$ cat src/rnop_fifo.sv
// rnop_fifo: small synchronous queue, flip-flop storage.
// Depends on nothing; used for the candidate queue and the result queue.
module rnop_fifo #(
    parameter int WIDTH = 8,
    parameter int DEPTH = 4
) (
    input  logic             i_clk,
    input  logic             i_rst_n,
    input  logic             i_push,
    input  logic [WIDTH-1:0] i_data,
    output logic             o_full,
    input  logic             i_pop,
    output logic [WIDTH-1:0] o_data,
    output logic             o_empty
);
    localparam int AW = (DEPTH > 1) ? $clog2(DEPTH) : 1;
    localparam int CW = $clog2(DEPTH + 1);

    logic [WIDTH-1:0] r_mem [DEPTH];
    logic [AW-1:0]    r_wr, r_rd;
    logic [CW-1:0]    r_cnt;
    logic             do_push, do_pop;

    assign o_full  = (r_cnt == CW'(DEPTH));
    assign o_empty = (r_cnt == '0);
    assign do_push = i_push && !o_full;
    assign do_pop  = i_pop && !o_empty;
    assign o_data  = r_mem[r_rd];

    always_ff @(posedge i_clk) begin
        if (do_push) begin
            r_mem[r_wr] <= i_data;
        end
    end

    always_ff @(posedge i_clk) begin
        if (!i_rst_n) begin
            r_wr  <= '0;
            r_rd  <= '0;
            r_cnt <= '0;
        end else begin
            if (do_push) begin
                r_wr <= (r_wr == AW'(DEPTH - 1)) ? '0 : r_wr + 1'b1;
            end
            if (do_pop) begin
                r_rd <= (r_rd == AW'(DEPTH - 1)) ? '0 : r_rd + 1'b1;
            end
            if (do_push && !do_pop) begin
                r_cnt <= r_cnt + 1'b1;
            end else if (do_pop && !do_push) begin
                r_cnt <= r_cnt - 1'b1;
            end
        end
    end
endmodule

$ cat config.mk
export PLATFORM = sky130hd
export DESIGN_NAME = rnop_fifo
export DESIGN_NICKNAME = d
export VERILOG_FILES = /design/src/rnop_fifo.sv
export SDC_FILE = /design/constraint.sdc
export NUM_CORES = 1
export LEC_CHECK = 0
export BUFFER_PORTS_ARGS = -buffer_cell sky130_fd_sc_hd__buf_2
export CORE_ASPECT_RATIO = 1.4
export CORE_UTILIZATION = 55
export DETAILED_ROUTE_END_ITERATION = 10
export PLACE_DENSITY = 0.87
export RECOVER_POWER = 50
export SLEW_MARGIN = 20
export SYNTH_ARGS = -nofsm -noshare
export SYNTH_HDL_FRONTEND = slang
export SYNTH_SLANG_ARGS = --single-unit
$ cat constraint.sdc
create_clock -name i_clk -period 2.6 [get_ports i_clk]
set_input_delay 0.13 -clock i_clk [delete_from_list [all_inputs] [get_ports i_clk]]
set_output_delay 0.13 -clock i_clk [all_outputs]
set_load 0.01 [all_outputs]
## Word-level counts from Yosys, hierarchy flattened

Memory sizes are Yosys's and may differ from the RTL's. A register that Yosys moved wholly into a read port is not among the register bits.
Index checks and enable logic that the tools add are counted.

- Register bits: 7
- Memory bits (writable): 32
- Input port bits: 12
- Output and inout bits: 10
- Word-level logic and storage cells: 29
- Memories: 1

- $add $sub $neg: 4
- Equality and inequality tests: 3
- Muxes and demuxes: 8
- Reductions and logical operators: 10

Memory list:

| name | depth | bits a word | rd ports | clocked after Yosys merged registers in | write ports | RTL line | source |
|---|---|---|---|---|---|---|---|
| r_mem | 4 | 8 | 1 | 1 | 1 | 19 | `logic [WIDTH-1:0] r_mem [DEPTH];` |

Operators with widths:

| cell | number |
|---|---|
| 2-to-1 mux 2 bit | 4 |
| 2-to-1 mux 3 bit | 2 |
| adder 2 x 1 -> 2 bit, second input constant | 2 |
| equality test 2 bit, second input constant | 2 |
| logical AND 1 bit | 4 |
| logical NOT 1 bit | 4 |
| adder 3 x 1 -> 3 bit, second input constant | 1 |
| equality test 3 bit, second input constant | 1 |
| logical NOT 3 bit | 1 |
| subtractor 3 x 1 -> 3 bit, second input constant | 1 |
| 2-to-1 mux 1 bit | 2 |
| nonzero test 2 bit | 1 |

## Depth between registers and ports, before layout

- Word-level depth: 7
- Depth in mapped cells: 9

## Least setup slack after synthesis

No wires, ideal clock.

- Path type: reg-to-reg
- Start: register r_cnt[0]
- End: register r_cnt[2]
- Library setup time: 0.076 ns
- Arrival time: 2.017 ns
- Required time: 2.524 ns
- Slack: 0.507 ns
- Stages on the path, launching flop included: 8
- Path buffers: 0
- Period minus slack after synthesis: 2.093 ns
- Cell sequence: dfxtp_1 o31ai_1 ha_1 inv_1 fa_1 xor2_1 or3_1 a21boi_0

- Cells in the longest elaborated chain, start to end: 6
- Elaborated cells between the ends (all ways): 15
- Classes of those cells: 2 x add/sub; 1 x eq/ne; 2 x mux; 10 x reduce/logical

RTL lines:

| what | RTL line | source |
|---|---|---|
| start: declaration | 21 | `logic [CW-1:0] r_cnt;` |
| start signal: assignment | 49 | `r_cnt <= r_cnt + 1'b1;` |
| start signal: assignment | 51 | `r_cnt <= r_cnt - 1'b1;` |
| parallel branches: the longest is 6 deep, another holds subtractor 3 x 1 -> 3 bit | - |  |

Several ways; the timed one is not identified. The select of a mux whose other input is x is not followed.
A chain may end at the register's enable or synchronous reset.

## Final worst setup path

Same ends and word-level chain as after synthesis.

==> qor.txt <==
outcome: finished clean
CP max stage cell: o31ai_1
H-tree depth: 2
# fillers: 204
number of diodes: 0
post-CTS sizing: 0
HPWL after detailed placement: 1.77 mm
Die H: 66.4 um
root buffer cell: clkbuf_8
first-pass GRT wire length: 3.93 mm
CTS tree: built
Total GRT Usage: 19.1%
clock share of power: 22.9%
Initial DRT Pass Iterations: 2
total power: 1.69 mW
Area Growth Syn to Fin: 12.5%
Flop pwr share: 52.6%
Rel. slew slack: 58.0%
CTS max path bufs: 2
vias in the first global route: 904
synth top area cells: edfxtp_1 59%, dfxtp_1 11%, mux4_2 11%
Hold WS: 0.0969 ns
Worst-Margin Slew: 0.630 ns
Mapped Area: 0.00163 mm2
CP Max Fanout: 5
Syn Area/Cell: 17.5 um2
required time of the critical path: 2.82 ns
ANT nets after route: 0
initial antenna violation count: 0
Post-synth EDFFs: 32
Port Buf Inserts: 21
routed vias/inst: 5.28
IO Pins: 22
clk_lat worst skew: 0.29 ns
CP Launch Type: flip-flop
DR vias: 824
#FFs+latches synth: 41
clk_skew: 0.00387 ns
Synth area leader: edfxtp_1
distinct cell type count after synthesis: 23
top-count cell post-synth: edfxtp_1
CTS buffer count: 5
Max Cap Violations: 0
dpl cells: 148
cell breakdown of the critical path: o31ai_1 -> ha_1 -> inv_1 -> fa_1 -> xor2_1 -> or3_1 -> a21boi_0
top post-synthesis cells by count: 32 x edfxtp_1, 9 x dfxtp_1, 8 x mux4_2
Core ar.: 0.00285 mm2
clk slew on worst S/H paths: 0.07 ns
pwr dens: 924 mW/mm2
CP top delay family: compound AO/OA/AOI/OAI gates
minimum clock period: 2.34 ns
largest net degree at the start of global routing: 13
switch share: 28.5%
Post-Layout Cell Count: 156
drt first-iter violations: 27
final count of hold timing violations: 0
hold_buf cts: 0
Min-Delay Path Class: in2reg
NetSw: 484 uW
clk sinks: 41
RSZ-0062 raised after global routing: no
largest stage delay on the critical path: 0.54 ns
Yosys top cell area share: 58.9%
post-CTS setup buffer count: 0
DR DRC count: 0
Syn Nets: 112
Top FF cell, synth: edfxtp_1
Seq/Total Area, Yosys: 70.0%
VDD IR max: 0.564 mV
critical path class: reg2reg
fmax: 428 MHz
Initial Util: 57.2%
Die Wd: 48.0 um
Int Power: 1.21 mW
Cells after Synth: 93
WL/cell: 15.4 um
total grt overflow: 0
CP Buf/Inv Count: 1
CP endpoint kind: flip-flop
Gate power share: 24.5%
die area: 0.00319 mm2
Final setup viols: 0
setup tns final: 0 ns
Critical Path AT: 2.56 ns
Final period util: 89.9%
row cnt: 23
synth warn: 0
Nets: 137
gpl congestion: 0.663
asr flop ratio synth: 0%
number of max-slew violations in the final report: 0
Leak: 0.649 nW
layout cells sized above 1: 22.7%
total wire length: 2.40 mm
## per-layer routing
metal | GRT usage [%] | vias up | wire, um | share of wire, %
met5 | 0 | - | 0 | 0
met4 | 9.38 | 0 | 53 | 2.2
met2 | 34.3 | 21 | 1380 | 57
met1 | 18.6 | 403 | 873 | 36
met3 | 5.46 | 5 | 94 | 3.9
li1 | - | 395 | - | -
## worst register-to-register path, stage by stage, from the launching register on
cell and delay, ns:
dfxtp_1 0.37, o31ai_1 0.54, ha_1 0.30, inv_1 0.06
fa_1 0.37, xor2_1 0.16, or3_1 0.30, a21boi_0 0.17
## worst paths after layout
path                                 from  depth (start not counted)  slack (ns)           to
worst min-delay path            i_data[2]                          1         0.1  r_mem[1][2]
worst min register to register    r_wr[1]                          2        0.50      r_wr[1]
worst max register to register   r_cnt[0]                          7        0.26     r_cnt[2]
worst max-delay path             r_cnt[0]                          7        0.26     r_cnt[2]
## power groups by stage
stage	registers (mW)	logic (mW)	clock network (mW)
detailed placement	0.913	0.431	0
finish	0.891	0.416	0.388
floorplan	0.859	0.333	0
global placement	0.902	0.402	0
global route	0.911	0.464	0.415
CTS	0.898	0.434	0.397
## metrics by stage
step	instance area (um2)	setup WS, ns	util, %
floorplan	1630	0.507	-
global placement	1770	0.443	62.2
detailed placement	1770	0.261	62.2
CTS	1850	0.245	65.1
global route	1830	0.155	64.4
finish	1830	0.264	64.4
## layout make-up
| cell class | instances | area (um2) | share of cell area (%) |
|---|---|---|---|
| Clock buffer | 6 | 72.6 | 3.96 |
| Clock inverter | 2 | 10.0 | 0.546 |
| Inverter | 3 | 11.3 | 0.614 |
| Multi-Input combinational cell | 45 | 455 | 24.8 |
| Sequential cell | 41 | 1140 | 62.2 |
| Tap cell | 37 | 46.3 | 2.52 |
| Timing Repair Buffer | 22 | 97.6 | 5.32 |
## sequential cells by signal (all words and copies together) (netlist names), named ones only
register  count
r_cnt         3
r_mem        32
r_rd          2
r_wr          2
## kinds of logic (layout without fill, tap and decap cells)
group           Yosys count  in the layout  synth area share, %
flops                    41             41                 70.0
simple gates             20             20                 6.60
mux                      11             11                 12.9
fa+ha+maj                 7              7                 5.83
buf+inv                   7             33                 1.76
compound gates            5              5                 1.84
xor+xnor                  2              2                 1.07
## layout by cell type, fill, tap and decap left out, types with 2 or more instances in the layout
cell type | Yosys | layout
mux4_2 | 8 | 8
edfxtp_1 | 32 | 32
clkbuf_1 | 1 | 11
buf_2 | 2 | 12
and2_1 | 5 | 4
nor2b_1 | 2 | 2
nand2_1 | 6 | 6
nand3_1 | 2 | 2
clkinv_2 | 0 | 2
inv_1 | 3 | 3
ha_1 | 6 | 6
dfxtp_1 | 9 | 9
o21ai_0 | 3 | 3
mux2i_1 | 3 | 3
clkbuf_8 | 0 | 5
nor2_1 | 2 | 2
Power figures use the tool's default switching activity.
