===== config.mk =====
export PLATFORM = sky130hd
export DESIGN_NAME = rnop_back
export DESIGN_NICKNAME = d
export VERILOG_FILES = /design/src/rnop_pkg.sv /design/src/rnop_back.sv
export SDC_FILE = /design/constraint.sdc
export NUM_CORES = 1
export LEC_CHECK = 0
export ABC_AREA = 1
export BUFFER_PORTS_ARGS = -buffer_cell sky130_fd_sc_hd__buf_2
export CAP_MARGIN = 20
export CORE_UTILIZATION = 39
export DETAILED_ROUTE_END_ITERATION = 10
export PLACE_DENSITY = 0.78
export REMOVE_ABC_BUFFERS = 1
export SYNTH_ARGS = -nofsm -noshare
export SYNTH_HDL_FRONTEND = slang
export SYNTH_SLANG_ARGS = --single-unit

===== constraint.sdc =====
create_clock -name i_clk -period 3.3 [get_ports i_clk]
set_input_delay 0 -clock i_clk [delete_from_list [all_inputs] [get_ports i_clk]]
set_output_delay 0 -clock i_clk [all_outputs]
set_load 0.01 [all_outputs]

===== src/rnop_pkg.sv =====
// rnop_pkg: widths, constants, register indexes and shared types for the ray
// nearest-obstacle search. No dependencies.
package rnop_pkg;

    localparam int CoordW           = 12;  // map coordinate width
    localparam int EndW             = 14;  // ray end / result coordinate width
    localparam int DeltaW           = 15;  // end - origin, signed
    localparam int RelW             = 13;  // point - origin, signed
    localparam int ProdW            = 28;  // rel * delta, signed
    localparam int DotW             = 29;  // dot / cross product, signed
    localparam int SqDW             = 28;  // delta squared
    localparam int Len2W            = 29;  // squared ray length
    localparam int PerpW            = 15;
    localparam int ThrW             = 28;  // perpendicular threshold
    localparam int RelSqW           = 25;  // rel squared
    localparam int R2W              = 26;  // squared distance to origin
    localparam int CabsW            = 14;  // |cross| range that can still pass
    localparam int CsqW             = 28;
    localparam int IdxW             = 3;
    localparam int CfgDataW         = 14;
    localparam int DeriveLat        = 4;   // cycles from a write to valid derived values
    localparam int BusyW            = 3;
    localparam int CandDepth        = 4;
    localparam int HitDepth         = 2;
    localparam int CoordBitsDefault = 12;

    // 0.707^2 in Q16
    localparam logic [PerpW-1:0] PerpQ16 = 15'd32758;

    typedef enum logic [IdxW-1:0] {
        REG_ORIGIN_X = 3'd0,
        REG_ORIGIN_Y = 3'd1,
        REG_END_X    = 3'd2,
        REG_END_Y    = 3'd3
    } t_reg_idx;

    typedef struct packed {
        logic signed [DeltaW-1:0] dx;
        logic signed [DeltaW-1:0] dy;
        logic [Len2W-1:0]         len2;
        logic [ThrW-1:0]          thr;
        logic                     zero_len;
        logic [CoordW-1:0]        origin_x;
        logic [CoordW-1:0]        origin_y;
        logic signed [EndW-1:0]   end_x;
        logic signed [EndW-1:0]   end_y;
    } t_ray;

    typedef struct packed {
        logic [CoordW-1:0] x;
        logic [CoordW-1:0] y;
        logic              last;
    } t_tag;

    typedef struct packed {
        logic              qual;
        logic [R2W-1:0]    r2;
        logic [CoordW-1:0] x;
        logic [CoordW-1:0] y;
        logic              last;
    } t_cand;

    typedef struct packed {
        logic signed [EndW-1:0] x;
        logic signed [EndW-1:0] y;
        logic                   found;
    } t_hit;

    typedef struct packed {
        logic idle;      // no item in the front pipeline
        logic push;      // candidate written to the queue this cycle
    } t_front_stat;

endpackage


===== src/rnop_back.sv =====
// rnop_back: running minimum over classified candidates, emits one result on
// the last point of a ray. Depends on rnop_pkg.
module rnop_back (
    input  logic            i_clk,
    input  logic            i_rst_n,
    input  rnop_pkg::t_cand i_cand,
    input  logic            i_cand_empty,
    output logic            o_cand_pop,
    input  rnop_pkg::t_ray  i_ray,
    input  logic            i_restart,
    output rnop_pkg::t_hit  o_hit,
    output logic            o_hit_push,
    input  logic            i_hit_full
);
    import rnop_pkg::*;

    logic                    r_found;
    logic [R2W-1:0]          r_best_d;
    logic [CoordW-1:0]       r_best_x, r_best_y;
    logic                    upd;
    logic [Len2W-1:0]        bound;
    logic signed [EndW-1:0]  cur_x, cur_y;

    assign o_cand_pop = !i_cand_empty && (!i_cand.last || !i_hit_full);
    assign bound      = r_found ? {{(Len2W-R2W){1'b0}}, r_best_d} : i_ray.len2;
    assign upd        = i_cand.qual && ({{(Len2W-R2W){1'b0}}, i_cand.r2} < bound);
    assign o_hit_push = o_cand_pop && i_cand.last;

    always_comb begin
        if (upd) begin
            cur_x = $signed({{(EndW-CoordW){1'b0}}, i_cand.x});
            cur_y = $signed({{(EndW-CoordW){1'b0}}, i_cand.y});
        end else if (r_found) begin
            cur_x = $signed({{(EndW-CoordW){1'b0}}, r_best_x});
            cur_y = $signed({{(EndW-CoordW){1'b0}}, r_best_y});
        end else begin
            cur_x = i_ray.end_x;
            cur_y = i_ray.end_y;
        end
        if (i_ray.zero_len) begin
            o_hit.x     = $signed({{(EndW-CoordW){1'b0}}, i_ray.origin_x});
            o_hit.y     = $signed({{(EndW-CoordW){1'b0}}, i_ray.origin_y});
            o_hit.found = 1'b0;
        end else begin
            o_hit.x     = cur_x;
            o_hit.y     = cur_y;
            o_hit.found = upd || r_found;
        end
    end

    always_ff @(posedge i_clk) begin
        if (!i_rst_n) begin
            r_found <= 1'b0;
        end else if (i_restart) begin
            r_found <= 1'b0;
        end else if (o_cand_pop) begin
            if (i_cand.last) begin
                r_found <= 1'b0;
            end else if (upd) begin
                r_found <= 1'b1;
            end
        end
    end

    always_ff @(posedge i_clk) begin
        if (o_cand_pop && upd) begin
            r_best_d <= i_cand.r2;
            r_best_x <= i_cand.x;
            r_best_y <= i_cand.y;
        end
    end
endmodule


; ---- Word-level counts from Yosys, hierarchy flattened
; Cells that the tools add are included.
[word_totals]
reg_bits = 51
input_bits = 197
out_inout_bits = 31
elab_cells = 26
[op_classes]
order_cmp = 1
mux = 8
bitwise = 1
n_reduce_logical = 12
[ops]
columns = cell, n
row1 = $mux 29, 2
row2 = $mux 14, 4
row3 = $lt 26x29->1, 1
row4 = $logic_and 1x1->1, 4
row5 = $logic_not 1->1, 3
row6 = $logic_or 1x1->1, 2
row7 = $mux 1, 2
row8 = $reduce_and 2->1, 1
row9 = $reduce_bool 2->1, 1
row10 = $reduce_or 2->1, 1
row11 = $not 1->1, 1

; ---- Depth between registers and ports, before layout
[depth]
ltp_word = 5
depth_mapped = 17
ltp_nobuf = 13

; ---- Worst setup path after synthesis
; Ideal clock, no wire load.
[synth_path]
path_kind = reg-to-reg
from = reg r_found
to = reg r_best_d[0] (enable)
setup_time_ns = 0.404
arrival_time_ns = 3.273
required_ns = 2.896
path_slack_ns = -0.377
stages_incl_launch_ff = 16
n_path_buf = 4
period_less_slack_ns = 3.677
path_cell_list = dfxtp_1 > buf_4 > buf_2 > buf_2 > mux2i_1 > ha_1 > nand2_1 > inv_1 > nand3_1 > inv_1 > nand2_2 > inv_1 > a21oi_4 > buf_4 > nand3_1 > inv_1
[synth_between]
elab_chain_len = 4
[synth_rtl]
columns = item, line_no
row1 = from (decl), rnop_back.sv:17  ; logic r_found;
row2 = from (signal assigned), rnop_back.sv:53  ; r_found <= 1'b0;
row3 = from (signal assigned), rnop_back.sv:55  ; r_found <= 1'b0;
row4 = from (signal assigned), rnop_back.sv:58  ; r_found <= 1'b0;
row5 = $mux 29, rnop_back.sv:25  ; assign bound = r_found ? {{(Len2W-R2W){1'b0}}, r_best_d} : i_ray.len2;
row6 = $lt 26x29->1, rnop_back.sv:26  ; assign upd = i_cand.qual && ({{(Len2W-R2W){1'b0}}, i_cand.r2} < bound);
row7 = $logic_and 1x1->1, rnop_back.sv:26
row8 = $logic_and 1x1->1, rnop_back.sv:66  ; if (o_cand_pop && upd) begin
row9 = to (signal assigned), rnop_back.sv:67  ; r_best_d <= i_cand.r2;
row10 = to (decl), rnop_back.sv:18  ; logic [R2W-1:0] r_best_d;
; No other way between the ends.
; A chain may end at the register's enable or synchronous reset.

==> results.py <==
metrics = {
    "clocking": {
        "cts_buffers": 5,
        "clock_sink_count": 51,
        "clk_transition_reported_paths_ps": 90,
        "cts.htree.levels": 2,
        "insertion_delay_ps": 300,
        "cts_max_path_buffers": 2,
        "cts_tree": "yes",
        "cts.root.buffer_cell": "sky130_fd_sc_hd__clkbuf_8",
    },
    "place": {
        "placedCellCount": 661,
        "placement.io_buffers": 169,
        "detailedPlace.worstSlack_ps": 444,
        "dp_hpwl_mm": 6.78,
        "globalplace.congestion": 0.719,
        "detailed_place.area_um2": 4450,
    },
    "finish": {
        "final_design_area_no_fill_um2": 5080,
        "drive_above_1_share": 0.313,
        "area_delta_synth_final_pct": 45.5,
        "insertedDiodeCount": 0,
        "nNetsFinal": 835,
        "final_cell_count_no_fill": 721,
    },
    "sta": {
        "final.setup.worst_slack_ps": 316,
        "maxSlewHeadroom": 0.651,
        "tns_ps": 0,
        "final_hold_viol_count": 0,
        "drv_slew": 0,
        "grt_setup_unrepaired": "false",
        "timing.final.setup_violations": 0,
        "min_period_ps": 2980,
        "max_clock_freq_mhz": 335,
        "timing_worst_slew_pin_value_ps": 523,
        "clock-skew-final_ps": 5.57,
        "timing.final.crit_share": 0.904,
    },
    "route": {
        "routed_wire_length_per_instance_um": 13.8,
        "final_antenna_net_count": 0,
        "detail_route.drc_violations": 0,
        "drt_iter0_drc": 92,
        "routed_wirelength_mm": 9.96,
        "via_per_inst": 4.80,
        "via_count": 3459,
        "first_pass_iters": 4,
    },
    "power_and_ir_drop": {
        "p_leak_nw": 2.49,
        "pwr_density_cell_nw_per_um2": 301,
        "vdd_ir_drop_max_mv": 0.159,
    },
    "yosys": {
        "syn_inst": 395,
        "yosys_warnings": 0,
        "sequential_element_share_of_the_synthesized_area": 0.436,
        "synth_area_per_cell_um2": 8.83,
        "synth.ff_latch_count": 51,
        "synth_unique_cells": 22,
        "synth.cell_area_um2": 3490,
    },
    "worst_setup_path": {
        "worstPathBufferInverterCount": 3,
        "worstPathRequired_ps": 3300,
        "cp_max_fo": 26,
        "cell_breakdown_of_the_critical_path": "buf_8 > mux2i_1 > ha_1 > nand2_1 > nand2_1 > nand2_1 > nand2_1 > a21oi_1 > nand2_1 > nand2_2 > buf_4 > nand2_8 > nand2_1 > nand3_1 > nand2_1 > buf_2",
        "critPathCaptureType": "output pin",
        "critical-path-max-stage-delay_ps": 550,
        "cp.arrival_ps": 2980,
        "timing.setup.critical_path_class": "flop to output pin",
        "critical_path.slowest_cell": "sky130_fd_sc_hd__dfxtp_4",
        "worst_setup_path_start_kind": "flop",
        "cpMostUsedCell": "sky130_fd_sc_hd__nand2_1",
        "worst_path_dominant_cell_family": "simple AND/OR/NAND/NOR gates",
    },
    "grt": {
        "grt_antenna_before_repair": 0,
        "grt_start_max_net_pins": 29,
        "wire_length_of_the_first_global_routing_pass_mm": 14.8,
        "grt_overflow": 0,
        "grt_pass1_vias": 3414,
        "grt.total_usage": 0.209,
    },
    "floorplan": {
        "initial_utilization": 0.402,
        "placement_rows": 34,
        "core-area_um2": 8680,
        "floorplan.die_area_um2": 9330,
        "die_height_um": 96.6,
        "floorplan.die.width_um": 96.6,
        "io_pins": 228,
    },
    "outcome": {
        "outcome": "complete, no violations",
    },
    "flow_run": {
        "cap_violations": 0,
    },
    "worst_hold_path": {
        "type_of_the_tightest_min_delay_check": "primary input to flop",
    },
}
[cell usage in the layout, fill, tap and decap left out, drive strengths merged]
cell         synthesis  routed
nand3               52      52
nor3                 1       1
mux2i               49      49
dfxtp                1       1
ha                  25      25
a21oi               11      11
nor2                14      14
nand2              126     126
edfxtp              50      50
clkbuf               5       5
dlygate4sd3          0      52
buf                 12     176
inv                 47      47
a21o                 1       1
nand3b               1       1
clkinv               0       2
[routing by layer]
metal	track usage	vias to the layer above	share of wire
met5	0	-	0
met3	0.0313	21	0.054
met4	0.0846	0	0.025
met2	0.406	115	0.51
met1	0.222	1571	0.41
li1	-	1752	-
[tightest hold or removal path, cell delays in order]
cell and delay (ps):
sky130_fd_sc_hd__buf_2 70, sky130_fd_sc_hd__a21oi_1 60, sky130_fd_sc_hd__nand3_1 120, sky130_fd_sc_hd__a21oi_1 70
[stage by stage]
stage	power [mW]	util	hold slack, ps
floorplan	0.964	-	44.1
global placement	1.12	0.513	192
detailed placement	1.14	0.513	194
CTS	1.54	0.582	37.8
global route	1.62	0.585	98.0
finish	1.53	0.585	58.0
[what timing repair did]
item,4_1_cts,5_1_grt
setup endpoints to repair,0,29
hold endpoints to repair,51,0
buffers inserted,0,1
gates resized for setup,0,2
hold buffers,52,0
[sequential cells by signal, indices dropped and copies added, names as in the netlist]
| register | cells |
|---|---|
| r_best_d | 26 |
| r_best_x | 12 |
| r_found | 1 |
| r_best_y | 12 |
[final cells by class]
| type | count | area (um^2) |
|---|---|---|
| sequential | 51 | 1530 |
| inverter | 47 | 179 |
| tap | 108 | 135 |
| timing repair buffer | 228 | 1460 |
| clock buffer | 5 | 68.8 |
| fill | 755 | 3600 |
| clock inverter | 2 | 8.76 |
| multi-input combinational | 280 | 1700 |
[cell usage after synthesis (all sizes together)]
cell type    n  share of area
edfxtp      50           0.43
clkbuf       5         0.0054
nand3b       1         0.0022
a21oi       11          0.019
nand2      126           0.14
nor2        14          0.015
a21o         1         0.0022
dfxtp        1         0.0057
ha          25          0.090
mux2i       49           0.14
nand3       52          0.075
buf         12          0.022
nor3         1         0.0029
inv         47          0.051
[power breakdown]
| part | internal [mW] | switching [mW] |
|---|---|---|
| logic | 0.213 | 0.213 |
| clock network | 0.142 | 0.206 |
| registers | 0.742 | 0.00961 |
| total | 1.10 | 0.429 |
[kinds of logic after synthesis]
family | Yosys count | share of synthesized area
compound gates | 12 | 0.0212
fa+ha+maj | 25 | 0.0896
buf+inv | 64 | 0.0782
flops | 51 | 0.436
mux | 49 | 0.141
simple gates | 194 | 0.234
[path summary, 6_finish.rpt]
path                                   start          end  slack (ps)  cells after the start
worst max-delay path                 r_found    o_hit[22]         320                     16
worst min-delay path            i_cand_empty      r_found          60                      4
worst max register to register       r_found  r_best_x[4]         620                     13
worst min register to register       r_found      r_found         930                      3
Power figures use the tool's default switching activity.
