$ cat config.mk
export PLATFORM = sky130hd
export DESIGN_NAME = rnop_cfg
export DESIGN_NICKNAME = d
export VERILOG_FILES = /design/src/rnop_pkg.sv /design/src/rnop_cfg.sv
export SDC_FILE = /design/constraint.sdc
export NUM_CORES = 2
export LEC_CHECK = 0
export BUFFER_PORTS_ARGS = -buffer_cell sky130_fd_sc_hd__buf_4
export CORE_MARGIN = 3
export CORE_UTILIZATION = 30
export DETAILED_ROUTE_END_ITERATION = 8
export HOLD_SLACK_MARGIN = 0.02
export MAX_ROUTING_LAYER = met4
export PLACE_DENSITY = 0.5
export SLEW_MARGIN = 10
export SYNTH_ARGS = -nofsm -noshare
export SYNTH_HDL_FRONTEND = slang
export SYNTH_SLANG_ARGS = --single-unit
$ cat constraint.sdc
create_clock -name i_clk -period 13.8 [get_ports i_clk]
set_input_delay 2.76 -clock i_clk [delete_from_list [all_inputs] [get_ports i_clk]]
set_output_delay 2.76 -clock i_clk [all_outputs]
set_load 0.03 [all_outputs]
$ cat src/rnop_pkg.sv
// rnop_pkg: widths, constants, register indexes and shared types for the ray
// nearest-obstacle search. No dependencies.
package rnop_pkg;

    localparam int CoordW           = 12;  // map coordinate width
    localparam int EndW             = 14;  // ray end / result coordinate width
    localparam int DeltaW           = 15;  // end - origin, signed
    localparam int RelW             = 13;  // point - origin, signed
    localparam int ProdW            = 28;  // rel * delta, signed
    localparam int DotW             = 29;  // dot / cross product, signed
    localparam int SqDW             = 28;  // delta squared
    localparam int Len2W            = 29;  // squared ray length
    localparam int PerpW            = 15;
    localparam int ThrW             = 28;  // perpendicular threshold
    localparam int RelSqW           = 25;  // rel squared
    localparam int R2W              = 26;  // squared distance to origin
    localparam int CabsW            = 14;  // |cross| range that can still pass
    localparam int CsqW             = 28;
    localparam int IdxW             = 3;
    localparam int CfgDataW         = 14;
    localparam int DeriveLat        = 4;   // cycles from a write to valid derived values
    localparam int BusyW            = 3;
    localparam int CandDepth        = 4;
    localparam int HitDepth         = 2;
    localparam int CoordBitsDefault = 12;

    // 0.707^2 in Q16
    localparam logic [PerpW-1:0] PerpQ16 = 15'd32758;

    typedef enum logic [IdxW-1:0] {
        REG_ORIGIN_X = 3'd0,
        REG_ORIGIN_Y = 3'd1,
        REG_END_X    = 3'd2,
        REG_END_Y    = 3'd3
    } t_reg_idx;

    typedef struct packed {
        logic signed [DeltaW-1:0] dx;
        logic signed [DeltaW-1:0] dy;
        logic [Len2W-1:0]         len2;
        logic [ThrW-1:0]          thr;
        logic                     zero_len;
        logic [CoordW-1:0]        origin_x;
        logic [CoordW-1:0]        origin_y;
        logic signed [EndW-1:0]   end_x;
        logic signed [EndW-1:0]   end_y;
    } t_ray;

    typedef struct packed {
        logic [CoordW-1:0] x;
        logic [CoordW-1:0] y;
        logic              last;
    } t_tag;

    typedef struct packed {
        logic              qual;
        logic [R2W-1:0]    r2;
        logic [CoordW-1:0] x;
        logic [CoordW-1:0] y;
        logic              last;
    } t_cand;

    typedef struct packed {
        logic signed [EndW-1:0] x;
        logic signed [EndW-1:0] y;
        logic                   found;
    } t_hit;

    typedef struct packed {
        logic idle;      // no item in the front pipeline
        logic push;      // candidate written to the queue this cycle
    } t_front_stat;

endpackage

$ cat src/rnop_cfg.sv
// rnop_cfg: ray registers and the derived ray values (delta, length, threshold).
// Depends on rnop_pkg.
module rnop_cfg #(
    parameter logic [rnop_pkg::CoordW-1:0] COORD_MASK = '1
) (
    input  logic                          i_clk,
    input  logic                          i_rst_n,
    input  logic                          i_cfg_valid,
    output logic                          o_cfg_ready,
    input  logic [rnop_pkg::IdxW-1:0]     i_cfg_index,
    input  logic [rnop_pkg::CfgDataW-1:0] i_cfg_data,
    input  logic                          i_idle,
    output rnop_pkg::t_ray                o_ray,
    output logic                          o_busy,
    output logic                          o_restart
);
    import rnop_pkg::*;

    logic [CoordW-1:0]        r_origin_x, r_origin_y;
    logic signed [EndW-1:0]   r_end_x, r_end_y;
    logic signed [DeltaW-1:0] r_dx, r_dy;
    logic [SqDW-1:0]          r_dx2, r_dy2;
    logic [Len2W-1:0]         r_len2;
    logic [ThrW-1:0]          r_thr;
    logic [BusyW-1:0]         r_busy, n_busy;
    logic                     wr;
    logic signed [2*DeltaW-1:0] sq_x, sq_y;
    logic [Len2W+PerpW-1:0]   thr_prod;

    assign o_cfg_ready = i_idle;
    assign wr          = i_cfg_valid && o_cfg_ready;
    assign o_restart   = wr && (i_cfg_index == REG_ORIGIN_X || i_cfg_index == REG_ORIGIN_Y ||
                                i_cfg_index == REG_END_X || i_cfg_index == REG_END_Y);

    always_ff @(posedge i_clk) begin
        if (!i_rst_n) begin
            r_origin_x <= '0;
            r_origin_y <= '0;
            r_end_x    <= '0;
            r_end_y    <= '0;
        end else if (wr) begin
            case (i_cfg_index)
                REG_ORIGIN_X: r_origin_x <= i_cfg_data[CoordW-1:0] & COORD_MASK;
                REG_ORIGIN_Y: r_origin_y <= i_cfg_data[CoordW-1:0] & COORD_MASK;
                REG_END_X:    r_end_x    <= $signed(i_cfg_data);
                REG_END_Y:    r_end_y    <= $signed(i_cfg_data);
                default: ;
            endcase
        end
    end

    // derived values follow the registers with a fixed latency
    assign sq_x     = r_dx * r_dx;
    assign sq_y     = r_dy * r_dy;
    assign thr_prod = r_len2 * PerpQ16;

    always_ff @(posedge i_clk) begin
        r_dx   <= $signed({r_end_x[EndW-1], r_end_x})
                - $signed({{(DeltaW-CoordW){1'b0}}, r_origin_x});
        r_dy   <= $signed({r_end_y[EndW-1], r_end_y})
                - $signed({{(DeltaW-CoordW){1'b0}}, r_origin_y});
        r_dx2  <= sq_x[SqDW-1:0];
        r_dy2  <= sq_y[SqDW-1:0];
        r_len2 <= {1'b0, r_dx2} + {1'b0, r_dy2};
        r_thr  <= thr_prod[Len2W+PerpW-1:16];
    end

    always_comb begin
        n_busy = r_busy;
        if (o_restart) begin
            n_busy = BusyW'(DeriveLat);
        end else if (r_busy != '0) begin
            n_busy = r_busy - 1'b1;
        end
    end

    always_ff @(posedge i_clk) begin
        if (!i_rst_n) begin
            r_busy <= BusyW'(DeriveLat);
        end else begin
            r_busy <= n_busy;
        end
    end

    assign o_busy         = (r_busy != '0);
    assign o_ray.dx       = r_dx;
    assign o_ray.dy       = r_dy;
    assign o_ray.len2     = r_len2;
    assign o_ray.thr      = r_thr;
    assign o_ray.zero_len = (r_len2 == '0);
    assign o_ray.origin_x = r_origin_x;
    assign o_ray.origin_y = r_origin_y;
    assign o_ray.end_x    = r_end_x;
    assign o_ray.end_y    = r_end_y;
endmodule

### Word level (Yosys, flattened, before mapping)

Cells that the tools add are included.

| word-level totals | value |
|---|---|
| bits in registers | 198 |
| word-level logic and storage cells | 35 |
| output and inout bits | 143 |
| input bits | 21 |

| operators by class | value |
|---|---|
| add/sub/neg operators | 4 |
| multipliers | 3 |
| bitwise gates (word level) | 1 |
| equal/unequal tests | 3 |
| reduce and logical (&&, ||, !) cells | 13 |

Operator list:

| cell | count |
|---|---|
| multiplier 15 x 15 -> 28 bit | 2 |
| multiplier 29 x 14 -> 43 bit, second input constant | 1 |
| subtractor 14 x 13 -> 15 bit | 2 |
| adder 28 x 28 -> 29 bit | 1 |
| zero test 29 bit | 1 |
| AND reduction 2 bit | 4 |
| == test 3 x 2 -> 1 bit, second input constant | 2 |
| == test 3 x 1 -> 1 bit, second input constant | 1 |
| zero test 3 bit | 1 |
| logical OR 1 bit | 3 |
| nonzero test 3 bit | 1 |
| subtractor 3 x 1 -> 3 bit, second input constant | 1 |
| logical AND 1 bit | 2 |
| OR reduction 2 bit | 1 |
| inverter 1 bit | 1 |

### Depth between registers and ports, before layout

| logic depth | value |
|---|---|
| word-level depth | 6 |
| mapped depth | 26 |

### Worst setup path after synthesis

No wires, ideal clock.

| timing | value |
|---|---|
| path type | register to register |
| start | register r_len2[9] |
| end | register r_thr[21] |
| path slack | 7.588 ns |
| path buffers | 0 |
| data required time | 13.677 ns |
| clock period less this slack | 6.212 ns |
| data arrival time | 6.089 ns |
| cell stages (with the launch flop) | 21 |
| cell sequence | dfxtp_1 -> inv_1 -> fa_1 -> inv_1 -> fa_1 -> fa_1 -> fa_1 -> fa_1 -> inv_1 -> fa_1 -> inv_1 -> ha_1 -> o21ai_0 -> o21ai_2 -> a2111oi_4 -> o21ai_2 -> a21o_1 -> and2_4 -> a311oi_1 -> o21bai_1 -> xor2_1 |

| between the ends | value |
|---|---|
| word-level cells in the longest chain between the ends | 1 |

RTL lines:

| item | RTL line | source |
|---|---|---|
| start, declared | rnop_cfg.sv:23 | `logic [Len2W-1:0] r_len2;` |
| start signal, assigned | rnop_cfg.sv:64 | `r_len2 <= {1'b0, r_dx2} + {1'b0, r_dy2};` |
| multiplier 29 x 14 -> 43 bit | rnop_cfg.sv:55 | `assign thr_prod = r_len2 * PerpQ16;` |
| net thr_prod[37] | rnop_cfg.sv:28 | `logic [Len2W+PerpW-1:0] thr_prod;` |
| end signal, assigned | rnop_cfg.sv:65 | `r_thr <= thr_prod[Len2W+PerpW-1:16];` |
| end, declared | rnop_cfg.sv:24 | `logic [ThrW-1:0] r_thr;` |

The timed path passes the listed nets, and every way through them passes these cells.
A chain may end at the register's enable or synchronous reset.

### Final worst setup path

| timing | value |
|---|---|
| start | register r_len2[10] |
| end | register r_thr[27] |

Same word-level chain as after synthesis.

==> impl_metrics.ini <==
[clock_network]
root_buffer = clkbuf_16
cts_hold_buf = 0
postCtsSetupBuffers = 0
clkLatencyLatePin_ns = 0.49
htree_levels = 4
ctsResizeCount = 0
cts_tree = built
cts_made_buffers = 17
max-clock-path-buffers = 2
clk_pin_slew_ns = 0.08
cts_sinks = 196

[yosys]
yosysSeqAreaShare = 0.130
syn_area_mm2 = 0.0302
syn_inst = 3064
ys_types = 68
yosysWarningCount = 0
yosys_register_bits = 196
avgSynthCellArea_um2 = 9.85
ys_async_sr_fraction = 0
synth_edf_count = 0
ys.flop_type = dfxtp_1
synth_fp_nets = 4050

[setup_path]
path_class = flip-flop to flip-flop
cp-end-kind = flip-flop
crit_path_max_fanout = 6
start_kind = flip-flop
crit_required_ns = 14.14
arrival_ns = 7.30

[global_route]
grt_start_max_net_pins = 55
grt_overflow_total = 0
grt_pass1_vias = 21600
grt_pass1_wl_um = 116000
antenna_found_initial = 1
grtUsageTotal = 0.147

[floorplan]
rows = 115
fp.dieW_um = 323
dieHeight_um = 323
dieArea_mm2 = 0.104
core_mm2 = 0.0991
ios = 164
start_util = 0.304

[timing]
maxSlewHeadroom = 0.398
tightest_slew_ns = 0.902
fmax_mhz = 144
skew_ns = 0.0204
tns_ns = 0
period_needed_ns = 6.96
rsz0062_at_grt = false
finalCritPeriodShare = 0.505
holdWs_ns = 0.478
drv_slew = 0
hold_violations = 0
setup_viol = 0

[status]
outcome = finished clean

[worst_hold_path]
hold_class = flip-flop to flip-flop

[final_layout]
final_common_cell = inv_1
antenna_cells = 0
nNetsFinal = 4197
drive_above_1_share = 0.0741
area_growth_pct = 11.2
mostFrequentLayoutCells = 869 x inv_1, 614 x fa_1, 351 x ha_1, 196 x dfxtp_1, 189 x nand2_1

[route]
first_pass_iters = 5
wirelength_um = 70200
drtAntennaViolNets = 0
vias = 19400
dr.first_iter.drc_count = 675
via_per_inst = 4.29
wire_per_inst_um = 15.6
remaining_drc_errors = 0

[placed_design]
port_buffers = 163
gp_congestion = 0.872
hpwl_um = 60100

[flow_run]
drv_cap = 0
critical path, cell delays in order, from the launching register on:
cell	delay [ns]
dfxtp_1	0.61
inv_1	0.29
fa_1	0.66
inv_1	0.10
fa_1	0.48
fa_1	0.57
fa_1	0.42
fa_1	0.48
inv_1	0.05
fa_1	0.47
inv_1	0.04
ha_1	0.37
o21ai_0	0.16
o21ai_2	0.25
a21oi_1	0.13
or3b_2	0.49
o21ai_2	0.34
a31oi_1	0.23
o21ai_1	0.31
nor4_1	0.09
a31oi_1	0.13
o311ai_0	0.14
per-layer routing:
| metal | track usage | vias up | part of all wire |
|---|---|---|---|
| met5 | - | - | 0 |
| met4 | 0.0271 | 0 | 0.013 |
| met3 | 0.0280 | 41 | 0.044 |
| met2 | 0.241 | 267 | 0.47 |
| met1 | 0.191 | 9583 | 0.47 |
| li1 | - | 9479 | - |
path summary, 6_finish.rpt:
| kind | start | to | slack, ns | depth (start not counted) |
|---|---|---|---|---|
| min | r_dx2[0] | r_len2[0] | 0.48 | 1 |
| min reg2reg | r_dx2[0] | r_len2[0] | 0.48 | 1 |
| max | r_len2[10] | r_thr[27] | 6.84 | 21 |
| max reg2reg | r_len2[10] | r_thr[27] | 6.84 | 21 |
cells by family (layout without fill, tap and decap cells):
logic type / count (synthesis) / count (layout) / synth area share
AO/OA/AOI/OAI: 262 / 262 / 0.0601
XOR/XNOR: 139 / 139 / 0.0403
adder cells (fa/ha/maj): 965 / 965 / 0.553
buffers and inverters: 919 / 1079 / 0.115
flip-flops: 196 / 196 / 0.130
multiplexers: 41 / 41 / 0.0136
AND/OR/NAND/NOR: 542 / 542 / 0.0883
flip-flops by register name (all words and copies together), names as in the netlist:
name,cells
r_origin_x,12
r_thr,28
r_busy,3
r_origin_y,12
r_len2,29
r_dx,15
r_end_x,14
r_dx2,27
r_dy2,27
r_dy,15
r_end_y,14
synthesized netlist by cell type (6+ instances only):
library cell,instances,area share
and2_1,92,0.019
ha_1,351,0.15
inv_1,869,0.11
or2_2,6,0.0012
a21oi_1,65,0.011
nand4_1,12,0.0025
a21boi_0,18,0.0045
mux2i_1,41,0.014
fa_1,614,0.41
nand2b_1,20,0.0041
a211oi_1,8,0.0020
o21ai_0,43,0.0071
nand2_1,189,0.024
o21a_1,18,0.0045
dfxtp_1,196,0.13
nor2b_1,74,0.015
nand3_1,19,0.0032
clkbuf_1,43,0.0053
nor3_1,22,0.0036
a21o_1,35,0.0087
nor2_1,90,0.011
a31oi_1,9,0.0019
xnor2_1,100,0.029
o21bai_1,11,0.0027
xor2_1,39,0.011
area by class of cell:
| class | instances | area (um2) |
|---|---|---|
| fill | 10200 | 65600 |
| sequential | 196 | 3920 |
| inverter | 869 | 3260 |
| multi-input combinational | 1949 | 22800 |
| clock inverter | 15 | 195 |
| clock buffer | 17 | 425 |
| timing repair buffer | 178 | 1340 |
| tap | 1287 | 1610 |
per-stage QoR:
step / std cells / instance area [um2] / setup WS (ns) / util
2_1_floorplan: 3064 / 30200 / 7.59 / -
4_1_cts: 4511 / 33500 / 6.79 / 0.338
3_3_place_gp: 4479 / 32900 / 6.80 / 0.332
5_1_grt: 4511 / 33500 / 6.43 / 0.338
3_5_place_dp: 4479 / 32900 / 6.78 / 0.332
6_report: 4511 / 33500 / 6.84 / 0.338
Power is not shown: default switching activity piles up to over one toggle a cycle in this logic, so the estimate is an artifact.
