--- config.mk ---
export PLATFORM = sky130hd
export DESIGN_NAME = rnop_front
export DESIGN_NICKNAME = d
export VERILOG_FILES = /design/src/rnop_pkg.sv /design/src/rnop_front.sv
export SDC_FILE = /design/constraint.sdc
export NUM_CORES = 2
export LEC_CHECK = 0
export BUFFER_PORTS_ARGS = -buffer_cell sky130_fd_sc_hd__buf_4
export CORE_ASPECT_RATIO = 0.5
export CORE_MARGIN = 1
export CORE_UTILIZATION = 45
export CTS_CLUSTER_SIZE = 10
export DETAILED_ROUTE_END_ITERATION = 7
export REMOVE_ABC_BUFFERS = 1
export SETUP_SLACK_MARGIN = 0.05
export SYNTH_ARGS = -nofsm -noshare
export SYNTH_HDL_FRONTEND = slang
export SYNTH_SLANG_ARGS = --single-unit
--- constraint.sdc ---
create_clock -name i_clk -period 11.95 [get_ports i_clk]
set_input_delay 0 -clock i_clk [delete_from_list [all_inputs] [get_ports i_clk]]
set_output_delay 0 -clock i_clk [all_outputs]
set_load 0.02 [all_outputs]
--- src/rnop_pkg.sv ---
// rnop_pkg: widths, constants, register indexes and shared types for the ray
// nearest-obstacle search. No dependencies.
package rnop_pkg;

    localparam int CoordW           = 12;  // map coordinate width
    localparam int EndW             = 14;  // ray end / result coordinate width
    localparam int DeltaW           = 15;  // end - origin, signed
    localparam int RelW             = 13;  // point - origin, signed
    localparam int ProdW            = 28;  // rel * delta, signed
    localparam int DotW             = 29;  // dot / cross product, signed
    localparam int SqDW             = 28;  // delta squared
    localparam int Len2W            = 29;  // squared ray length
    localparam int PerpW            = 15;
    localparam int ThrW             = 28;  // perpendicular threshold
    localparam int RelSqW           = 25;  // rel squared
    localparam int R2W              = 26;  // squared distance to origin
    localparam int CabsW            = 14;  // |cross| range that can still pass
    localparam int CsqW             = 28;
    localparam int IdxW             = 3;
    localparam int CfgDataW         = 14;
    localparam int DeriveLat        = 4;   // cycles from a write to valid derived values
    localparam int BusyW            = 3;
    localparam int CandDepth        = 4;
    localparam int HitDepth         = 2;
    localparam int CoordBitsDefault = 12;

    // 0.707^2 in Q16
    localparam logic [PerpW-1:0] PerpQ16 = 15'd32758;

    typedef enum logic [IdxW-1:0] {
        REG_ORIGIN_X = 3'd0,
        REG_ORIGIN_Y = 3'd1,
        REG_END_X    = 3'd2,
        REG_END_Y    = 3'd3
    } t_reg_idx;

    typedef struct packed {
        logic signed [DeltaW-1:0] dx;
        logic signed [DeltaW-1:0] dy;
        logic [Len2W-1:0]         len2;
        logic [ThrW-1:0]          thr;
        logic                     zero_len;
        logic [CoordW-1:0]        origin_x;
        logic [CoordW-1:0]        origin_y;
        logic signed [EndW-1:0]   end_x;
        logic signed [EndW-1:0]   end_y;
    } t_ray;

    typedef struct packed {
        logic [CoordW-1:0] x;
        logic [CoordW-1:0] y;
        logic              last;
    } t_tag;

    typedef struct packed {
        logic              qual;
        logic [R2W-1:0]    r2;
        logic [CoordW-1:0] x;
        logic [CoordW-1:0] y;
        logic              last;
    } t_cand;

    typedef struct packed {
        logic signed [EndW-1:0] x;
        logic signed [EndW-1:0] y;
        logic                   found;
    } t_hit;

    typedef struct packed {
        logic idle;      // no item in the front pipeline
        logic push;      // candidate written to the queue this cycle
    } t_front_stat;

endpackage

--- src/rnop_front.sv ---
// rnop_front: accepts obstacle points and classifies them against the ray in a
// five-stage pipeline. Depends on rnop_pkg; feeds the candidate queue.
module rnop_front #(
    parameter logic [rnop_pkg::CoordW-1:0] COORD_MASK = '1
) (
    input  logic                        i_clk,
    input  logic                        i_rst_n,
    input  logic                        i_push,
    input  logic [rnop_pkg::CoordW-1:0] i_obs_x,
    input  logic [rnop_pkg::CoordW-1:0] i_obs_y,
    input  logic                        i_last,
    output logic                        o_full,
    input  rnop_pkg::t_ray              i_ray,
    input  logic                        i_derive_busy,
    output rnop_pkg::t_cand             o_cand,
    input  logic                        i_cand_full,
    output rnop_pkg::t_front_stat       o_stat
);
    import rnop_pkg::*;

    logic adv, acc;
    logic [CoordW-1:0] px, py;
    logic r_v1, r_v2, r_v3, r_v4, r_v5;
    t_tag r_t1, r_t2, r_t3, r_t4, r_t5;

    logic signed [RelW-1:0]  r_rx, r_ry;
    logic signed [ProdW-1:0] r_xdx, r_ydy, r_xdy, r_ydx;
    logic [RelSqW-1:0]       r_xx, r_yy;
    logic signed [DotW-1:0]  r_dot, r_crs;
    logic [R2W-1:0]          r_r2_3, r_r2_4, r_r2_5;
    logic                    r_on4, r_on5;
    logic [CabsW-1:0]        r_cabs;
    logic [CsqW-1:0]         r_csq;

    logic signed [ProdW-1:0] p_xx, p_yy;
    logic [DotW-1:0]         crs_abs;

    assign adv    = !(r_v5 && i_cand_full);
    assign o_full = i_derive_busy || !adv;
    assign acc    = i_push && !o_full;
    assign px     = i_obs_x & COORD_MASK;
    assign py     = i_obs_y & COORD_MASK;

    always_ff @(posedge i_clk) begin
        if (!i_rst_n) begin
            r_v1 <= 1'b0;
            r_v2 <= 1'b0;
            r_v3 <= 1'b0;
            r_v4 <= 1'b0;
            r_v5 <= 1'b0;
        end else if (adv) begin
            r_v1 <= acc;
            r_v2 <= r_v1;
            r_v3 <= r_v2;
            r_v4 <= r_v3;
            r_v5 <= r_v4;
        end
    end

    assign p_xx    = r_rx * r_rx;
    assign p_yy    = r_ry * r_ry;
    assign crs_abs = r_crs[DotW-1] ? unsigned'(-r_crs) : unsigned'(r_crs);

    always_ff @(posedge i_clk) begin
        if (adv) begin
            // relative position
            r_rx <= $signed({1'b0, px}) - $signed({1'b0, i_ray.origin_x});
            r_ry <= $signed({1'b0, py}) - $signed({1'b0, i_ray.origin_y});
            r_t1 <= '{x: px, y: py, last: i_last};
            // products
            r_xdx <= r_rx * i_ray.dx;
            r_ydy <= r_ry * i_ray.dy;
            r_xdy <= r_rx * i_ray.dy;
            r_ydx <= r_ry * i_ray.dx;
            r_xx  <= p_xx[RelSqW-1:0];
            r_yy  <= p_yy[RelSqW-1:0];
            r_t2  <= r_t1;
            // dot, cross, squared distance
            r_dot  <= $signed({r_xdx[ProdW-1], r_xdx}) + $signed({r_ydy[ProdW-1], r_ydy});
            r_crs  <= $signed({r_xdy[ProdW-1], r_xdy}) - $signed({r_ydx[ProdW-1], r_ydx});
            r_r2_3 <= {1'b0, r_xx} + {1'b0, r_yy};
            r_t3   <= r_t2;
            // projection on segment, cross small enough to square narrow
            r_on4  <= !r_dot[DotW-1] && (unsigned'(r_dot) <= i_ray.len2)
                      && (crs_abs[DotW-1:CabsW] == '0);
            r_cabs <= crs_abs[CabsW-1:0];
            r_r2_4 <= r_r2_3;
            r_t4   <= r_t3;
            // squared cross
            r_csq  <= r_cabs * r_cabs;
            r_on5  <= r_on4;
            r_r2_5 <= r_r2_4;
            r_t5   <= r_t4;
        end
    end

    assign o_cand.qual = r_on5 && (r_csq <= i_ray.thr) && !i_ray.zero_len;
    assign o_cand.r2   = r_r2_5;
    assign o_cand.x    = r_t5.x;
    assign o_cand.y    = r_t5.y;
    assign o_cand.last = r_t5.last;

    assign o_stat.idle = !(r_v1 || r_v2 || r_v3 || r_v4 || r_v5);
    assign o_stat.push = r_v5 && !i_cand_full;
endmodule

; Word level (Yosys, flattened, before mapping)
; Index checks and enable logic that the tools add are counted.
[op_classes]
div = 0
addsub = 6
n_shift = 0
n_reduce_logical = 18
n_mux = 1
eq_ne = 0
magnitude_cmp = 2
multipliers = 7
bitwise_logic = 0
[op_table]
columns = op, n
row1 = 13-bit by 15-bit multiplier with 28-bit output, 4
row2 = 13-bit by 13-bit multiplier with 25-bit output, 2
row3 = 28-bit by 28-bit adder with 29-bit output, 1
row4 = 29-bit less-or-equal comparator, 1
row5 = 29-bit 2-to-1 mux, 1
row6 = 29-bit negator, 1
row7 = 28-bit by 28-bit subtractor with 29-bit output, 1
row8 = 28-bit less-or-equal comparator, 1
row9 = 14-bit by 14-bit multiplier with 28-bit output, 1
row10 = 25-bit by 25-bit adder with 26-bit output, 1
row11 = 12-bit by 12-bit subtractor with 13-bit output, 2
row12 = 15-bit zero test, 1
row13 = 1-bit logical AND, 7
row14 = 1-bit zero test, 5
row15 = 1-bit logical OR, 5
[totals]
wordCells = 71
ramBits = 0
latchBits = 0
rom_bits = 0
n_memories = 0
output_inout_bits = 55
ff_bits = 498

; Depth between registers and ports, before layout
[depth]
depth_word = 5
ltp_mapped = 26
mapped_depth_nobuf = 24

; Worst setup path before layout
; OpenSTA, ideal clock, no wires.
[synth_timing]
path_kind = register to output
from = register r_v5
to = output port o_full
n_path_buf = 1
stages_incl_launch_ff = 4
arrival_ps = 12672
required_ps = 11950
setup_slack_ps = -722
cell_sequence = dfxtp_1 > clkbuf_1 > nand2_1 > nand2b_1
[synth_via]
elab_chain_len = 2
[synth_lines]
columns = item, line_no
row1 = start: declaration, rnop_front.sv:23  ; logic r_v1, r_v2, r_v3, r_v4, r_v5;
row2 = start signal: assignment, rnop_front.sv:56  ; r_v5 <= r_v4;
row3 = 1-bit logical AND, rnop_front.sv:38  ; assign adv = !(r_v5 && i_cand_full);
row4 = 1-bit logical OR, rnop_front.sv:39  ; assign o_full = i_derive_busy || !adv;
row5 = end: declaration, rnop_front.sv:12  ; output logic o_full,
; Every way passes these cells.

; Worst setup path in the final report
[layout_timing]
from = register r_ry[5]
to = register r_ydx[26] (data pin)
[layout_via]
elab_chain_len = 1
[layout_lines]
columns = item, line_no
row1 = start: declaration, rnop_front.sv:26  ; logic signed [RelW-1:0] r_rx, r_ry;
row2 = start signal: assignment, rnop_front.sv:68  ; r_ry <= $signed({1'b0, py}) - $signed({1'b0, i_ray.origin_y});
row3 = 13-bit by 15-bit multiplier with 28-bit output, rnop_front.sv:74  ; r_ydx <= r_ry * i_ray.dx;
row4 = end signal: assignment, rnop_front.sv:74
row5 = end: declaration, rnop_front.sv:27  ; logic signed [ProdW-1:0] r_xdx, r_ydy, r_xdy, r_ydx;
; Every way passes these cells.
; A chain may end at the register's enable or synchronous reset.

==> run_results.csv <==
group,metric,value,unit
drt,remaining_drc_errors,0,
sta,hold_violations,0,
cts,clk_pin_slew,60,ps
logic_synthesis,synth_cells,6424,
logic_synthesis,synth_warnings,0,
worst_setup_path,worstSetupStartpointType,"flop",
placed_design,io_buffers,196,
outcome,status,"finished, final reports clean",
floorplan,rows,99,
floorplan,io_pins,225,
worst_setup_path,r2r_start,"r_ry[5]",
drt,wirelength,142600,um
drt,num_vias,42903,
layout,syn_to_final_growth,8.882,%
worst_setup_path,cp-startpoint,"r_ry[5]",
global_routing,grt_pass1_wl,234200,um
drt,drt_iter0_drc,2332,
layout,stdcell_area,0.07215,sq mm
drt,routed_via_density,5.003,
floorplan,core-area,0.1459,sq mm
global_routing,antenna_found_initial,5,
logic_synthesis,synth_edf_count,490,
worst_setup_path,r2r_slack,4560,ps
drt,ant_nets,0,
floorplan,die_w,544.7,um
logic_synthesis,syn_avg_cell_area,10.31,sq um
sta,fin_crit,7390,ps
cts,cts_inserted_buffers,58,
layout,drive_above_1_share,0.05027,
logic_synthesis,synthFlopType,"edfxtp_1",
sta,finalClockSkew,69.13,ps
cts,cts_buffer_depth,3,
sta,worst_pin_slew,1023,ps
floorplan,die-area,0.1489,sq mm
sta,rsz0062_at_grt,"no",
layout,nets,8559,
global_routing,grt_start_max_net_pins,167,
logic_synthesis,mappedNetlistArea,0.06626,sq mm
logic_synthesis,ys_seq_area_frac,0.2236,
worst_hold_path,holdPathStages,2,
cts,cts_tree,"yes",
placed_design,place.gp.congestion,0.8185,
worst_setup_path,critical_path.max_fanout,29,
worst_hold_path,hold_class,"in -> reg",
flow_run,maxCapViolCount,0,
cts,cts_max_level,2,
global_routing,track_usage,0.1992,
worst_hold_path,hold_end,"r_t1[6]",
floorplan,initial_utilization,0.4541,
drt,firstDrtPassIters,5,
global_routing,grt_overflow_total,0,
logic_synthesis,ys_ff_latch,495,
worst_hold_path,hold_start,"i_obs_y[5]",
sta,period_share,0.6184,
cts,insertion_delay,700,ps
sta,drv_slew,0,
global_routing,grt_pass1_vias,43606,
worst_setup_path,regToRegEndpoint,"r_ydx[26]",
drt,avgRoutedWirePerCell,16.62,um
cts,cts_setup_buffers,0,
logic_synthesis,yosys.cell_types.count,85,
cts,cts_root_buf,"clkbuf_16",
worst_setup_path,cp.arrival,7770,ps
logic_synthesis,async_reset_ff_frac,0,
sta,maxSlewHeadroom,0.3178,
worst_setup_path,worstSetupPathType,"reg -> reg",
placed_design,placed_area,0.06974,sq mm
placed_design,dp_hpwl,106500,um
sta,fmax,135.3,MHz
sta,setup_viol,0,
worst_setup_path,r2r_cells,19,
floorplan,chipHeight,273.3,um
worst_setup_path,cp_data_required_time,12330,ps
worst_setup_path,cp-end-kind,"flop",
cts,clock_sinks,495,
-- timing repair --
| action | in CTS | in global routing |
|---|---|---|
| hold buffers | 72 | 0 |
| hold endpoints to repair | 61 | 0 |
| resized for setup | 0 | 0 |
-- synth_stat cells, types with 4 or more instances --
cell type / n / area (sq um)
inv_1: 1422 / 5338
dfxtp_1: 5 / 100.1
a21o_1: 86 / 645.6
and2_1: 422 / 2640
o31a_1: 4 / 35.03
nand4_1: 27 / 168.9
xor2_1: 48 / 420.4
o21a_1: 33 / 247.7
o211ai_1: 14 / 105.1
a21boi_0: 13 / 97.59
nor2_1: 259 / 972.2
nor4_1: 8 / 50.05
or4_1: 6 / 45.04
and3_1: 21 / 131.4
or2_2: 6 / 37.54
xnor2_1: 247 / 2163
nor3_1: 43 / 215.2
a211o_1: 6 / 52.55
a311oi_1: 6 / 52.55
o21bai_1: 26 / 195.2
o21ai_0: 92 / 460.4
a21boi_1: 7 / 52.55
o21ai_1: 12 / 60.06
a21oi_1: 154 / 770.7
a31o_2: 9 / 78.83
nand2b_1: 45 / 281.5
mux2i_1: 5 / 50.05
clkbuf_1: 195 / 732.0
nand3_1: 50 / 250.2
fa_1: 1128 / 22580
ha_1: 672 / 8408
edfxtp_1: 490 / 14710
o41ai_1: 8 / 70.07
o31ai_1: 18 / 135.1
a31oi_1: 17 / 106.4
or3_1: 15 / 93.84
a211oi_1: 29 / 217.7
nor2b_1: 44 / 275.3
nand2_1: 651 / 2444
-- metrics by stage --
step	hold WS (ps)	util	TNS, ps	std cells	setup slack [ps]
after floorplan	78.11	-	-7929	6225	-644.0
after global placement	179.1	0.4779	0	8426	4826
after detailed placement	184.5	0.4779	0	8426	4687
after CTS	6.436	0.4944	0	8573	4649
after global routing	37.64	0.4944	0	8574	4245
final	38.70	0.4945	0	8576	4560
-- registers in the layout (all words and copies together) (netlist names), 13 cells and up --
name	flops
r_crs	29
r_dot	29
r_xdx	28
r_xdy	28
r_ydx	28
r_ydy	28
r_csq	27
r_r2_3	26
r_r2_4	26
r_r2_5	26
o_cand	25
r_t1	25
r_t2	25
r_t3	25
r_t4	25
r_xx	24
r_yy	24
r_cabs	14
r_rx	13
r_ry	13
-- cells in the final DEF, fill, tap and decap left out, drive strengths merged, types with 21 or more instances in the layout --
cell type and instances:
inv 1422, fa 1128, ha 672, nand2 651, edfxtp 490, and2 422
nor2 259, xnor2 247, buf 232, a21oi 154, o21ai 104, a21o 86
dlygate4sd3 72, clkbuf 63, nand3 50, xor2 48, nand2b 46, nor2b 44
nor3 43, o21a 33, a211oi 29, nand4 27, o21bai 26, and3 21
-- routing by layer --
layer  wire (um)  global-route usage  part of all wire
met5          13                   0          0.000091
met4        2438             0.03593             0.017
met3        6882             0.02357             0.048
met2       65900              0.3229              0.46
met1       67310              0.2901              0.47
-- worst max-delay path, stage by stage (launching register included) --
cell	delay, ps
edfxtp_1	870
buf_4	530
nand2_1	150
fa_1	510
fa_1	520
inv_1	60
fa_1	550
fa_1	420
fa_1	460
fa_1	370
ha_1	380
a21o_1	180
a21o_1	180
a21oi_1	280
o21ai_1	150
o31ai_1	510
a311oi_1	200
a2111o_1	410
a21oi_1	190
xnor2_1	80
-- worst max-delay path by stage --
stage	slack, ps	end	depth (start not counted)
after global placement	4830	r_ydx[26]	19
after CTS	4650	r_yy[24]	21
final	4560	r_ydx[26]	19
after global routing	4250	r_ydx[26]	19
after detailed placement	4690	r_yy[24]	21
after floorplan	-640	o_full	2
-- kinds of logic (layout without fill, tap and decap cells) --
group	after synthesis	in the layout	synth area share
AO/OA/AOI/OAI	584	584	0.05848
flip-flops	495	495	0.2236
buffers and inverters	1622	1802	0.09190
multiplexers	6	6	0.0009252
other	1	4	0.00005659
XOR/XNOR	295	295	0.03899
adder cells (fa/ha/maj)	1800	1800	0.4677
AND/OR/NAND/NOR	1621	1621	0.1184
-- final cells by class --
| class | instances | area (sq um) |
|---|---|---|
| Fill cell | 13503 | 73770 |
| Multi-Input combinational cell | 4307 | 45370 |
| Sequential cell | 495 | 14810 |
| Inverter | 1423 | 5341 |
| Timing Repair Buffer | 304 | 2475 |
| Tap cell | 1969 | 2464 |
| Clock buffer | 63 | 1470 |
| Clock inverter | 12 | 210.2 |
| Antenna cell | 3 | 7.507 |
Power is left out: the tool's default activity adds up to more than one toggle a clock period on the data nets, which glitch-free logic cannot reach.
